`src/rtl/cbip_pkg.sv`:
```
// Shared types, widths and character constants for the custom base integer parser.
// No dependencies; imported by every module of the block except cbip_ram.
package cbip_pkg;

    localparam int DEF_MAX_SYMBOLS = 128;
    localparam int SYMBOL_INDEX_W  = 7;
    localparam int CHAR_W          = 8;
    localparam int VALUE_W         = 32;
    localparam int REV_DEPTH       = 1 << CHAR_W;

    localparam logic OP_LOAD = 1'b0;
    localparam logic OP_TEXT = 1'b1;

    localparam logic [CHAR_W-1:0] CH_NUL   = 8'h00;
    localparam logic [CHAR_W-1:0] CH_TAB   = 8'h09;
    localparam logic [CHAR_W-1:0] CH_LF    = 8'h0A;
    localparam logic [CHAR_W-1:0] CH_VT    = 8'h0B;
    localparam logic [CHAR_W-1:0] CH_FF    = 8'h0C;
    localparam logic [CHAR_W-1:0] CH_CR    = 8'h0D;
    localparam logic [CHAR_W-1:0] CH_SPACE = 8'h20;
    localparam logic [CHAR_W-1:0] CH_PLUS  = 8'h2B;
    localparam logic [CHAR_W-1:0] CH_MINUS = 8'h2D;
    localparam logic [CHAR_W-1:0] CH_TILDE = 8'h7E;

    typedef enum logic [1:0] {
        PH_SPACE = 2'd0,
        PH_SIGN  = 2'd1,
        PH_DIGIT = 2'd2,
        PH_DONE  = 2'd3
    } phase_t;

    typedef enum logic [2:0] {
        ST_CLEAR  = 3'd0,
        ST_IDLE   = 3'd1,
        ST_FETCH  = 3'd2,
        ST_EXEC   = 3'd3,
        ST_RESULT = 3'd4
    } state_t;

    typedef struct packed {
        logic clear;
        logic capture;
        logic fetch;
        logic exec;
        logic emit;
    } cmd_t;

    typedef struct packed {
        logic clear_done;
        logic want_result;
        logic out_busy;
    } status_t;

endpackage

```
`src/rtl/cbip_ram.sv`:
```
// Generic simple dual-port RAM: one write port, one registered read port.
// No dependencies.
module cbip_ram #(
    parameter int WIDTH = 8,
    parameter int DEPTH = 256
) (
    input  logic                     clk,
    input  logic                     we,
    input  logic [$clog2(DEPTH)-1:0] waddr,
    input  logic [WIDTH-1:0]         wdata,
    input  logic                     re,
    input  logic [$clog2(DEPTH)-1:0] raddr,
    output logic [WIDTH-1:0]         rdata
);

    logic [WIDTH-1:0] mem [DEPTH];
    logic [WIDTH-1:0] rdata_reg;

    always_ff @(posedge clk)
    begin
        if (we)
        begin
            mem[waddr] <= wdata;
        end
        if (re)
        begin
            rdata_reg <= mem[raddr];
        end
    end

    assign rdata = rdata_reg;

endmodule

```
`src/rtl/cbip_ctrl.sv`:
```
// Sequencing state machine for the parser: clearing pass, accept, fetch, execute, result.
// Depends on cbip_pkg.
module cbip_ctrl (
    input  logic              clk,
    input  logic              rst_n,
    input  logic              item_valid,
    output logic              item_ready,
    input  cbip_pkg::status_t status,
    output cbip_pkg::cmd_t    cmd
);
    import cbip_pkg::*;

    state_t state_reg;
    state_t state_next;

    always_ff @(posedge clk or negedge rst_n)
    begin
        if (!rst_n)
        begin
            state_reg <= ST_CLEAR;
        end
        else
        begin
            state_reg <= state_next;
        end
    end

    always_comb
    begin
        state_next = state_reg;
        case (state_reg)
            ST_CLEAR:
            begin
                if (status.clear_done)
                begin
                    state_next = ST_IDLE;
                end
            end
            ST_IDLE:
            begin
                if (item_valid)
                begin
                    state_next = ST_FETCH;
                end
            end
            ST_FETCH:
            begin
                state_next = ST_EXEC;
            end
            ST_EXEC:
            begin
                state_next = status.want_result ? ST_RESULT : ST_IDLE;
            end
            ST_RESULT:
            begin
                if (!status.out_busy)
                begin
                    state_next = ST_IDLE;
                end
            end
            default:
            begin
                state_next = ST_CLEAR;
            end
        endcase
    end

    always_comb
    begin
        cmd        = '0;
        item_ready = 1'b0;
        case (state_reg)
            ST_CLEAR:
            begin
                cmd.clear = 1'b1;
            end
            ST_IDLE:
            begin
                item_ready  = 1'b1;
                cmd.capture = item_valid;
            end
            ST_FETCH:
            begin
                cmd.fetch = 1'b1;
            end
            ST_EXEC:
            begin
                cmd.exec = 1'b1;
            end
            ST_RESULT:
            begin
                cmd.emit = !status.out_busy;
            end
            default:
            begin
                cmd = '0;
            end
        endcase
    end

endmodule

```
`src/rtl/cbip_dp.sv`:
```
// Parser datapath: symbol table and reverse map, validity checks, parse phase,
// multiply-accumulate and result register. Depends on cbip_pkg and cbip_ram.
module cbip_dp #(
    parameter int MAX_SYMBOLS = cbip_pkg::DEF_MAX_SYMBOLS
) (
    input  logic                                 clk,
    input  logic                                 rst_n,
    input  cbip_pkg::cmd_t                       cmd,
    output cbip_pkg::status_t                    status,
    input  logic                                 opcode,
    input  logic [cbip_pkg::SYMBOL_INDEX_W-1:0]  symbol_index,
    input  logic [cbip_pkg::CHAR_W-1:0]          char_code,
    input  logic                                 last,
    output logic                                 result_valid,
    input  logic                                 result_ready,
    output logic signed [cbip_pkg::VALUE_W-1:0]  value,
    output logic                                 base_valid
);
    import cbip_pkg::*;

    localparam int AW = $clog2(MAX_SYMBOLS);
    localparam int LW = $clog2(MAX_SYMBOLS + 1);
    localparam int RW = $clog2(REV_DEPTH);

    // captured transaction
    logic                      op_reg;
    logic [SYMBOL_INDEX_W-1:0] idx_reg;
    logic [CHAR_W-1:0]         chr_reg;
    logic                      last_reg;

    // alphabet state
    logic [LW-1:0] len_reg;
    logic [LW-1:0] len_next;
    logic          bad_reg;
    logic          bad_next;

    // parse state
    phase_t             phase_reg;
    phase_t             phase_next;
    logic               neg_reg;
    logic               neg_next;
    logic [VALUE_W-1:0] acc_reg;
    logic [VALUE_W-1:0] acc_next;

    // result register
    logic                      out_valid_reg;
    logic                      out_valid_next;
    logic signed [VALUE_W-1:0] out_value_reg;
    logic                      out_base_reg;

    logic [RW-1:0] clr_cnt_reg;

    // memories
    logic              sym_we;
    logic [AW-1:0]     sym_waddr;
    logic [CHAR_W-1:0] sym_rdata;
    logic              rev_we;
    logic [RW-1:0]     rev_waddr;
    logic [AW-1:0]     rev_wdata;
    logic [AW-1:0]     rev_rdata;

    // decode
    logic          is_blank;
    logic          is_sign;
    logic          sym_illegal;
    logic [LW-1:0] eff_len;
    logic          eff_bad;
    logic          hit_load;
    logic          hit_text;
    logic          store_ok;
    logic          base_ok;

    cbip_ram #(
        .WIDTH(CHAR_W),
        .DEPTH(MAX_SYMBOLS)
    ) u_sym_ram (
        .clk  (clk),
        .we   (sym_we),
        .waddr(sym_waddr),
        .wdata(chr_reg),
        .re   (cmd.fetch),
        .raddr(rev_rdata),
        .rdata(sym_rdata)
    );

    cbip_ram #(
        .WIDTH(AW),
        .DEPTH(REV_DEPTH)
    ) u_rev_ram (
        .clk  (clk),
        .we   (rev_we),
        .waddr(rev_waddr),
        .wdata(rev_wdata),
        .re   (cmd.capture),
        .raddr(char_code),
        .rdata(rev_rdata)
    );

    always_ff @(posedge clk)
    begin
        if (cmd.capture)
        begin
            op_reg   <= opcode;
            idx_reg  <= symbol_index;
            chr_reg  <= char_code;
            last_reg <= last;
        end
        if (cmd.emit)
        begin
            out_value_reg <= base_ok ? $signed(neg_reg ? (-acc_reg) : acc_reg) : '0;
            out_base_reg  <= base_ok;
        end
    end

    always_ff @(posedge clk or negedge rst_n)
    begin
        if (!rst_n)
        begin
            len_reg       <= '0;
            bad_reg       <= 1'b0;
            phase_reg     <= PH_SPACE;
            neg_reg       <= 1'b0;
            acc_reg       <= '0;
            out_valid_reg <= 1'b0;
            clr_cnt_reg   <= '0;
        end
        else
        begin
            len_reg       <= len_next;
            bad_reg       <= bad_next;
            phase_reg     <= phase_next;
            neg_reg       <= neg_next;
            acc_reg       <= acc_next;
            out_valid_reg <= out_valid_next;
            if (cmd.clear)
            begin
                clr_cnt_reg <= clr_cnt_reg + 1'b1;
            end
        end
    end

    assign is_blank = (chr_reg == CH_SPACE) || (chr_reg == CH_TAB) || (chr_reg == CH_LF)
                   || (chr_reg == CH_VT) || (chr_reg == CH_FF) || (chr_reg == CH_CR);
    assign is_sign  = (chr_reg == CH_PLUS) || (chr_reg == CH_MINUS);
    assign sym_illegal = is_sign || (chr_reg < CH_SPACE) || (chr_reg > CH_TILDE);

    // restart at index 0 empties the alphabet first
    assign eff_len = (idx_reg == '0) ? '0 : len_reg;
    assign eff_bad = (idx_reg == '0) ? 1'b0 : bad_reg;

    // reverse map entry is trusted only if it points inside the alphabet and matches
    assign hit_load = (LW'(rev_rdata) < eff_len) && (sym_rdata == chr_reg);
    assign hit_text = (LW'(rev_rdata) < len_reg) && (sym_rdata == chr_reg);

    assign store_ok = (32'(idx_reg) == 32'(eff_len)) && (chr_reg != CH_NUL)
                   && (32'(eff_len) < 32'(MAX_SYMBOLS));

    assign base_ok = !bad_reg && (len_reg >= LW'(2));

    assign sym_we    = cmd.exec && (op_reg == OP_LOAD) && store_ok;
    assign sym_waddr = AW'(eff_len);

    always_comb
    begin
        if (cmd.clear)
        begin
            rev_we    = 1'b1;
            rev_waddr = clr_cnt_reg;
            rev_wdata = '0;
        end
        else
        begin
            rev_we    = sym_we && !hit_load;
            rev_waddr = chr_reg;
            rev_wdata = AW'(eff_len);
        end
    end

    always_comb
    begin
        logic consumed;
        consumed   = 1'b0;
        len_next   = len_reg;
        bad_next   = bad_reg;
        phase_next = phase_reg;
        neg_next   = neg_reg;
        acc_next   = acc_reg;
        if (cmd.exec && (op_reg == OP_LOAD))
        begin
            len_next = store_ok ? (eff_len + 1'b1) : eff_len;
            bad_next = eff_bad || (store_ok && (sym_illegal || hit_load
                       || ((eff_len != '0) && (chr_reg == CH_SPACE))));
        end
        else if (cmd.exec)
        begin
            if (phase_next == PH_SPACE)
            begin
                if (is_blank)
                begin
                    consumed = 1'b1;
                end
                else
                begin
                    phase_next = PH_SIGN;
                end
            end
            if (!consumed && (phase_next == PH_SIGN))
            begin
                if (is_sign)
                begin
                    consumed = 1'b1;
                    if (chr_reg == CH_MINUS)
                    begin
                        neg_next = !neg_reg;
                    end
                end
                else
                begin
                    phase_next = PH_DIGIT;
                end
            end
            if (!consumed && (phase_next == PH_DIGIT))
            begin
                if ((chr_reg != CH_NUL) && hit_text)
                begin
                    acc_next = VALUE_W'(acc_reg * VALUE_W'(len_reg)) + VALUE_W'(rev_rdata);
                end
                else
                begin
                    phase_next = PH_DONE;
                end
            end
        end
        else if (cmd.emit)
        begin
            phase_next = PH_SPACE;
            neg_next   = 1'b0;
            acc_next   = '0;
        end
    end

    always_comb
    begin
        if (cmd.emit)
        begin
            out_valid_next = 1'b1;
        end
        else if (result_ready)
        begin
            out_valid_next = 1'b0;
        end
        else
        begin
            out_valid_next = out_valid_reg;
        end
    end

    assign status.clear_done  = &clr_cnt_reg;
    assign status.want_result = (op_reg == OP_TEXT) && last_reg;
    assign status.out_busy    = out_valid_reg && !result_ready;

    assign result_valid = out_valid_reg;
    assign value        = out_value_reg;
    assign base_valid   = out_base_reg;

`ifndef SYNTH
    a_emit_free: assert property (@(posedge clk) disable iff (!rst_n)
        cmd.emit |-> !(out_valid_reg && !result_ready))
        else $error("result overwritten while still pending");

    a_len_bound: assert property (@(posedge clk) disable iff (!rst_n)
        32'(len_reg) <= 32'(MAX_SYMBOLS))
        else $error("alphabet length beyond capacity");

    a_rearm: assert property (@(posedge clk) disable iff (!rst_n)
        cmd.emit |=> (phase_reg == PH_SPACE) && !neg_reg && (acc_reg == '0))
        else $error("parser not rearmed after result");

    a_zero_invalid: assert property (@(posedge clk) disable iff (!rst_n)
        (out_valid_reg && !out_base_reg) |-> (out_value_reg == '0))
        else $error("nonzero value with invalid base");
`endif

endmodule

```
`src/rtl/custom_base_integer_parser.sv`:
```
// Base-N integer parser with loadable digit alphabet; each transaction passes through
// accept (reverse-map read), fetch (symbol RAM read) and execute, in an order set by
// the two dependent reads of the reverse map and symbol RAMs; a final text transaction
// adds a result state that loads the result register and waits while the output is busy.
// Transactions do not overlap. After reset the reverse map is cleared with item_ready low.
// Depends on cbip_pkg, cbip_ctrl, cbip_dp, cbip_ram.
module custom_base_integer_parser #(
    parameter int MAX_SYMBOLS = cbip_pkg::DEF_MAX_SYMBOLS
) (
    input  logic                                clk,
    input  logic                                rst_n,
    input  logic                                item_valid,
    output logic                                item_ready,
    input  logic                                opcode,
    input  logic [cbip_pkg::SYMBOL_INDEX_W-1:0] symbol_index,
    input  logic [cbip_pkg::CHAR_W-1:0]         char_code,
    input  logic                                last,
    output logic                                result_valid,
    input  logic                                result_ready,
    output logic signed [cbip_pkg::VALUE_W-1:0] value,
    output logic                                base_valid
);
    import cbip_pkg::*;

    cmd_t    cmd;
    status_t status;

    cbip_ctrl u_ctrl (
        .clk       (clk),
        .rst_n     (rst_n),
        .item_valid(item_valid),
        .item_ready(item_ready),
        .status    (status),
        .cmd       (cmd)
    );

    cbip_dp #(
        .MAX_SYMBOLS(MAX_SYMBOLS)
    ) u_dp (
        .clk         (clk),
        .rst_n       (rst_n),
        .cmd         (cmd),
        .status      (status),
        .opcode      (opcode),
        .symbol_index(symbol_index),
        .char_code   (char_code),
        .last        (last),
        .result_valid(result_valid),
        .result_ready(result_ready),
        .value       (value),
        .base_valid  (base_valid)
    );

endmodule

```
`config.mk`:
```
export PLATFORM = sky130hd
export DESIGN_NAME = custom_base_integer_parser
export DESIGN_NICKNAME = d
export VERILOG_FILES = /design/src/rtl/cbip_pkg.sv /design/src/rtl/cbip_ram.sv /design/src/rtl/cbip_ctrl.sv /design/src/rtl/cbip_dp.sv /design/src/rtl/custom_base_integer_parser.sv
export SDC_FILE = /design/constraint.sdc
export NUM_CORES = 2
export LEC_CHECK = 0
export BUFFER_PORTS_ARGS = -buffer_cell sky130_fd_sc_hd__buf_2
export CAP_MARGIN = 15
export CORE_ASPECT_RATIO = 0.6
export CORE_MARGIN = 2
export CORE_UTILIZATION = 55
export CTS_CLUSTER_DIAMETER = 200
export CTS_CLUSTER_SIZE = 24
export DETAILED_ROUTE_END_ITERATION = 6
export HOLD_SLACK_MARGIN = 0.06
export PLACE_DENSITY = 0.71
export SYNTH_ARGS = -nofsm -noshare
export SYNTH_HDL_FRONTEND = slang
export SYNTH_SLANG_ARGS = --single-unit
```
`constraint.sdc`:
```
create_clock -name clk -period 9.6 [get_ports clk]
set_input_delay 0.48 -clock clk [delete_from_list [all_inputs] [get_ports clk]]
set_output_delay 0.48 -clock clk [all_outputs]
set_load 0.01 [all_outputs]
```
# Word level (Yosys, flattened, before mapping)

Memory sizes are Yosys's and may differ from the RTL's. A register that Yosys moved wholly into a read port is not among the register bits.
Index checks and enable logic that the tools add are counted.

Bits in registers: 106
Memory bits (writable): 2816
Input port bits: 21
Output and inout port bits: 35
Word-level logic and storage cells: 151
Memories kept: 2

Memory list:

| name               | words | bits a word | read ports | clocked after memory_dff | wr ports | line           | source |
|---|---|---|---|---|---|---|---|
| u_dp.u_rev_ram.mem | 256   | 7           | 1          | 1                        | 1        | cbip_ram.sv:16 | `logic [WIDTH-1:0] mem [DEPTH];` |
| u_dp.u_sym_ram.mem | 128   | 8           | 1          | 1                        | 1        | cbip_ram.sv:16 |  |

Add/sub/neg operators: 4
Multipliers: 1
$lt $le $gt $ge: 6
Equality and inequality tests: 24
Mux-type cells: 53
Bitwise logic cells: 2
Reductions and logical operators: 45

Operators with widths:

| kind                                                        | number |
|---|---|
| two-way mux 32 bit                                          | 5 |
| == test 8 x 4 -> 1 bit (second input constant)              | 5 |
| adder 32 x 7 -> 32 bit                                      | 1 |
| multiplier 32 x 8 -> 32 bit                                 | 1 |
| negator 32 bit                                              | 1 |
| two-way mux 1 bit                                           | 27 |
| == test 8 x 6 -> 1 bit (second input constant)              | 3 |
| two-way mux 2 bit                                           | 12 |
| two-way mux 8 bit                                           | 3 |
| adder 8 x 1 -> 8 bit (second input constant)                | 2 |
| less-than comparator 7 x 8 -> 1 bit                         | 2 |
| != test 2 bit (second input constant)                       | 8 |
| nonzero test 8 bit                                          | 2 |
| logical AND 1 bit                                           | 15 |
| case mux 3 bit (5 select lines)                             | 1 |
| two-way mux 3 bit                                           | 4 |
| logical OR 1 bit                                            | 11 |
| == test 7 x 8 -> 1 bit                                      | 1 |
| == test 8 bit                                               | 1 |
| >= comparator 8 x 2 -> 1 bit (second input constant)        | 1 |
| > comparator 8 x 7 -> 1 bit (second input constant)         | 1 |
| less-than comparator 8 x 6 -> 1 bit (second input constant) | 1 |
| less-than comparator 8 bit (second input constant)          | 1 |
| AND reduction 8 bit                                         | 1 |
| other kinds (16)                                            | 25 |

# Longest topological paths before layout

Word-level depth: 19
Gate-level depth with buffers: 22
Depth with buffers taken out: 19

# Hierarchy

A second synthesis with hierarchy kept.

Cell total of the unflattened synthesis: 6452
Area total of the unflattened synthesis: 123001.7 sq um

By module, submodules not included:

| module                     | instances | cells each | area each (sq um) | seq. area each (sq um) |
|---|---|---|---|---|
| cbip_ram at u_dp.u_rev_ram | 1         | 3381       | 70267.4           | 54021.8 |
| cbip_ram at u_dp.u_sym_ram | 1         | 1635       | 39745.6           | 30989.7 |
| cbip_dp                    | 1         | 1415       | 12791.0           | 2827.7 |
| cbip_ctrl                  | 1         | 21         | 197.7             | 75.1 |

# Worst setup path before layout

Ideal clock, no wire load.

Kind: register to register
Start point: reg u_ctrl.state_reg[1]
End point: mem u_dp.u_rev_ram.mem[0][0] in the netlist's numbering (data pin)
Setup time: 1.393 ns
Arrival time: 7.177 ns
Required time: 8.207 ns
Slack: 1.030 ns
Stages on the path, launching flop included: 7
Path buffers: 4
Clock period less this slack: 8.570 ns
Path through: dfrtp_1 > clkbuf_1 > nor3_1 > clkbuf_1 > clkbuf_1 > buf_1 > nor2_1

Cells in the longest elaborated chain, start to end: 3

RTL lines:

| what                        | line            | source |
|---|---|---|
| start, declared             | cbip_ctrl.sv:13 | `state_t state_reg;` |
| start signal, assigned      | cbip_ctrl.sv:24 | `state_reg <= state_next;` |
| logical NOT 3 bit           | cbip_ctrl.sv:72 | `case (state_reg)` |
| two-way mux 1 bit           | cbip_ctrl.sv:72 |  |
| two-way mux 7 bit           | cbip_dp.sv:165  | `if (cmd.clear)` |
| named net u_dp.rev_wdata[0] | cbip_dp.sv:59   | `logic [AW-1:0] rev_wdata;` |
| end, declared               | cbip_ram.sv:16  |  |

The timed path passes the listed nets, and every way through them passes these cells.

# Worst setup path after layout

Start point: reg u_dp.u_rev_ram.rdata_reg[5] (netlist: u_dp.u_rev_ram.rdata[5]), read port of u_dp.u_rev_ram.mem
End point: reg u_dp.acc_reg[25]

Cells in the longest elaborated chain, start to end: 5
Elaborated cells on any way between the ends: 9
Those cells by class: add/sub (1); order compare (1); eq/ne (1); mux (3); reduce/logical (3)

RTL lines:

| what                                                           | line           | source |
|---|---|---|
| start, declared                                                | cbip_ram.sv:17 | `logic [WIDTH-1:0] rdata_reg;` |
| branches (longest 5 deep; another with adder 32 x 7 -> 32 bit) | n/a            |  |
| end signal, assigned                                           | cbip_dp.sv:133 | `acc_reg <= acc_next;` |
| end, declared                                                  | cbip_dp.sv:42  | `logic [VALUE_W-1:0] acc_reg;` |

Several ways; the timed one is not identified. The select of a mux whose other input is x is not followed.
A chain may end at the register's enable or synchronous reset.

==> impl_metrics.json <==
{
  "max_slew_margin": 0.0737,
  "p_leak_uw": 0.0416,
  "top_register": "u_dp.u_rev_ram.mem",
  "placementRows": 133,
  "layout.nets": 6236,
  "async_flop_share": 0.0191,
  "track_usage": 0.250,
  "synth.area.mux_share": 0.172,
  "setup_viol": 0,
  "htreeDepth": 4,
  "cts-root-buf": "clkbuf_16",
  "vias": 58600,
  "area_growth_pct": 6.38,
  "io_buffers": 55,
  "outcome": "completed",
  "synth.distinct_cells": 66,
  "clock_latency_ns": 0.86,
  "synth-edff-count": 2881,
  "crit_fanout": 11,
  "cts_buffers": 148,
  "timing.critical_path.slowest_cell_delay_ns": 0.76,
  "required_ns": 10.34,
  "core_um2": 220000,
  "cts_tree": "done",
  "syn_area_um2": 122000,
  "avgSynthCellArea_um2": 20.4,
  "yosys.area_share.simple": 0.0379,
  "first_iter_violations": 8757,
  "whs_ns": 0.132,
  "netlist.area_leader.share": 0.709,
  "top_layer": "met5",
  "synth_top_area_cell": "edfxtp_1",
  "drive_gt1_frac": 0.213,
  "initial_core_util": 0.555,
  "synth_fa_ha_area_frac": 0.0349,
  "drt.antenna.violating_nets": 0,
  "finClkSkew_ns": 0.0704,
  "synth_ff_type": "edfxtp_1",
  "synth_warnings": 0,
  "rsz0062_at_grt": "no",
  "criticalPathCategory": "reg2reg",
  "p_per_area_nw_per_um2": 187,
  "ir_drop_mv": 0.174,
  "path_clk_slew_ns": 0.11,
  "cp_data_arrival_time_ns": 6.47,
  "max-cap-violations": 0,
  "ff2ff_setup_slack_ns": 3.87,
  "die_area_um2": 226000,
  "seq_area_frac_synth": 0.720,
  "worstMarginPinSlew_ns": 1.39,
  "grt_start_max_net_pins": 257,
  "largest_register_ffs": 1792,
  "post-place-ws_ns": 3.96,
  "dr_wl_met3_um": 35900,
  "critPathCaptureType": "flop",
  "die_w_um": 612,
  "dp_hpwl_um": 172000,
  "synthCells": 5999,
  "synth_xor_area_frac": 0.00631,
  "antenna_found_initial": 11,
  "fin_util": 0.591,
  "worst_path_max_delay_cell": "edfxtp_1",
  "period_minus_slack_ns": 5.73,
  "cts_max_path_buffers": 4,
  "ios": 56,
  "grt_overflow": 0,
  "place.gp.congestion": 0.870,
  "worst_slack_ns": 3.87,
  "worstSetupStartpointType": "flop",
  "drv_slew": 0,
  "n_fill_cell": 15600,
  "drcViolationCount": 0,
  "top_regs": "u_dp.u_rev_ram.mem: 1792 flops, u_dp.u_sym_ram.mem: 1024 flops",
  "routed_wirelength_um": 278000,
  "period_share": 0.597,
  "wl_met1_um": 120000,
  "syn_nets": 6263,
  "tns_ns": 0,
  "wl_met2_um": 118000,
  "hold_path.class": "in2reg",
  "synth-seq-cells": 2937,
  "cts_resized": 0,
  "vias_per_cell": 6.54,
  "synth-compound-area-share": 0.00988,
  "dr.pass1.iters": 6,
  "p_total_uw": 24200,
  "max_freq_mhz": 175,
  "grt_pass1_vias": 57200,
  "synth_top_family_by_area": "multiplexers",
  "hold_violations": 0,
  "grt_pass1_wl_um": 408000,
  "cts.sinks": 2937,
  "yosys-top-cells-area": "edfxtp_1 (71%), mux4_2 (17%), fa_1 (2.7%)",
  "fp.dieH_um": 369,
  "wire_per_inst_um": 31.0,
  "cp_cell_sequence": "clkinv_1 -> fa_1 -> inv_1 -> fa_1 -> ha_1 -> inv_1 -> fa_1 -> inv_1 -> ha_1 -> a211oi_1 -> o21ai_0 -> o2111ai_1 -> a21oi_1 -> nor2_1 -> o21bai_1 -> a2111o_1 -> o211ai_1"
}
-- cell usage in the layout (no fill, tap or decap), types with 4 or more instances in the layout --
| cell type | Yosys | layout |
|---|---|---|
| xor2_1 | 59 | 59 |
| nand3_1 | 53 | 51 |
| and3_1 | 4 | 4 |
| a221o_1 | 4 | 4 |
| clkbuf_1 | 232 | 21 |
| inv_1 | 255 | 254 |
| nor2_2 | 10 | 10 |
| nand4_1 | 12 | 12 |
| nor2_1 | 478 | 471 |
| o21ai_0 | 61 | 60 |
| dlygate4sd3_1 | 0 | 13 |
| o22ai_1 | 6 | 6 |
| or4_1 | 5 | 5 |
| o31ai_1 | 15 | 14 |
| ha_1 | 81 | 81 |
| a211oi_1 | 4 | 4 |
| fa_1 | 162 | 162 |
| nor3b_1 | 6 | 6 |
| nor2_4 | 0 | 7 |
| edfxtp_1 | 2881 | 2881 |
| nand2b_1 | 9 | 8 |
| a31oi_1 | 12 | 11 |
| xnor2_1 | 29 | 29 |
| nand3b_1 | 7 | 7 |
| dfrtp_1 | 56 | 56 |
| a21o_1 | 14 | 14 |
| clkbuf_16 | 0 | 153 |
| and2_1 | 176 | 176 |
| or3_1 | 4 | 4 |
| buf_2 | 57 | 52 |
| o41ai_1 | 4 | 4 |
| a21oi_1 | 31 | 31 |
| buf_4 | 0 | 82 |
| o21bai_1 | 9 | 9 |
| buf_12 | 0 | 13 |
| nand2_1 | 195 | 195 |
| mux4_2 | 931 | 931 |
| nor2b_1 | 10 | 10 |
| nor4_1 | 5 | 5 |
| nor3_1 | 23 | 22 |
-- layer usage --
metal,vias up,GRT usage
met2,3295,0.339
met5,-,0
met1,31300,0.412
met3,281,0.0715
met4,6,0.0366
li1,23700,-
-- cells in the mapped netlist, types with 14 or more instances --
cell type / number
edfxtp_1: 2881
mux4_2: 931
nor2_1: 478
inv_1: 255
clkbuf_1: 232
nand2_1: 195
and2_1: 176
fa_1: 162
ha_1: 81
o21ai_0: 61
xor2_1: 59
buf_2: 57
dfrtp_1: 56
nand3_1: 53
buf_1: 51
a21oi_1: 31
xnor2_1: 29
nor3_1: 23
o31ai_1: 15
a21o_1: 14
-- what timing repair did --
action                    in CTS  in global routing
hold endpoints to repair      69                  0
hold buffers                  13                  0
setup buffers                  0                  0
-- per-stage QoR --
| stage | instances | cell area [µm²] |
|---|---|---|
| floorplan | 5999 | 122000 |
| global placement | 8776 | 126000 |
| detailed placement | 8776 | 126000 |
| CTS | 8964 | 130000 |
| global route | 8968 | 130000 |
| finish | 8968 | 130000 |
-- cell families after synthesis --
family          Yosys count
compound gates          187
flops                  2937
mux                     933
fa+ha+maj               243
simple gates           1010
buf+inv                 601
xor+xnor                 88
-- power breakdown --
part	switching (µW)	leakage, µW	internal (µW)
combinational	1930	0.0116	984
clock	3820	0.00192	2900
sequential	325	0.0280	14300
-- critical path, delay by kind of cell, from the launching register on --
family / cells / cell delay [ns]
DFF: 1 / 0.76
AOI/OAI and AO/OA: 7 / 1.68
buffers and inverters: 4 / 0.67
and+or+nand+nor: 1 / 0.31
adders and majority gates: 5 / 2.22
-- layout make-up --
class	count	area, µm²	area share
Timing Repair Buffer	165	1350	0.0104
Inverter	259	975	0.00750
Clock buffer	174	3910	0.0301
Antenna cell	1	2.50	0.0000193
Clock inverter	1	16.3	0.000125
Multi-Input combinational cell	2461	32000	0.246
Tap cell	2970	3720	0.0286
Sequential cell	2937	87900	0.677
-- final timing paths --
kind	startpoint	to	cells past startpoint
setup reg to reg	u_dp.u_rev_ram.rdata[5]$_DFFE_PP_	u_dp.acc_reg[25]$_DFFE_PN0P_	17
hold reg to reg	u_dp.bad_reg$_DFFE_PN0P_	u_dp.bad_reg$_DFFE_PN0P_	1
hold / removal	item_valid	u_ctrl.state_reg[0]$_DFFE_PN0P_	4
max in group asynchronous	rst_n	u_dp.clr_cnt_reg[4]$_DFFE_PN0P_	3
setup / recovery	u_dp.u_rev_ram.rdata[5]$_DFFE_PP_	u_dp.acc_reg[25]$_DFFE_PN0P_	17
min in group asynchronous	rst_n	u_dp.acc_reg[25]$_DFFE_PN0P_	3
Note: power is estimated with default switching activity, not from simulation.
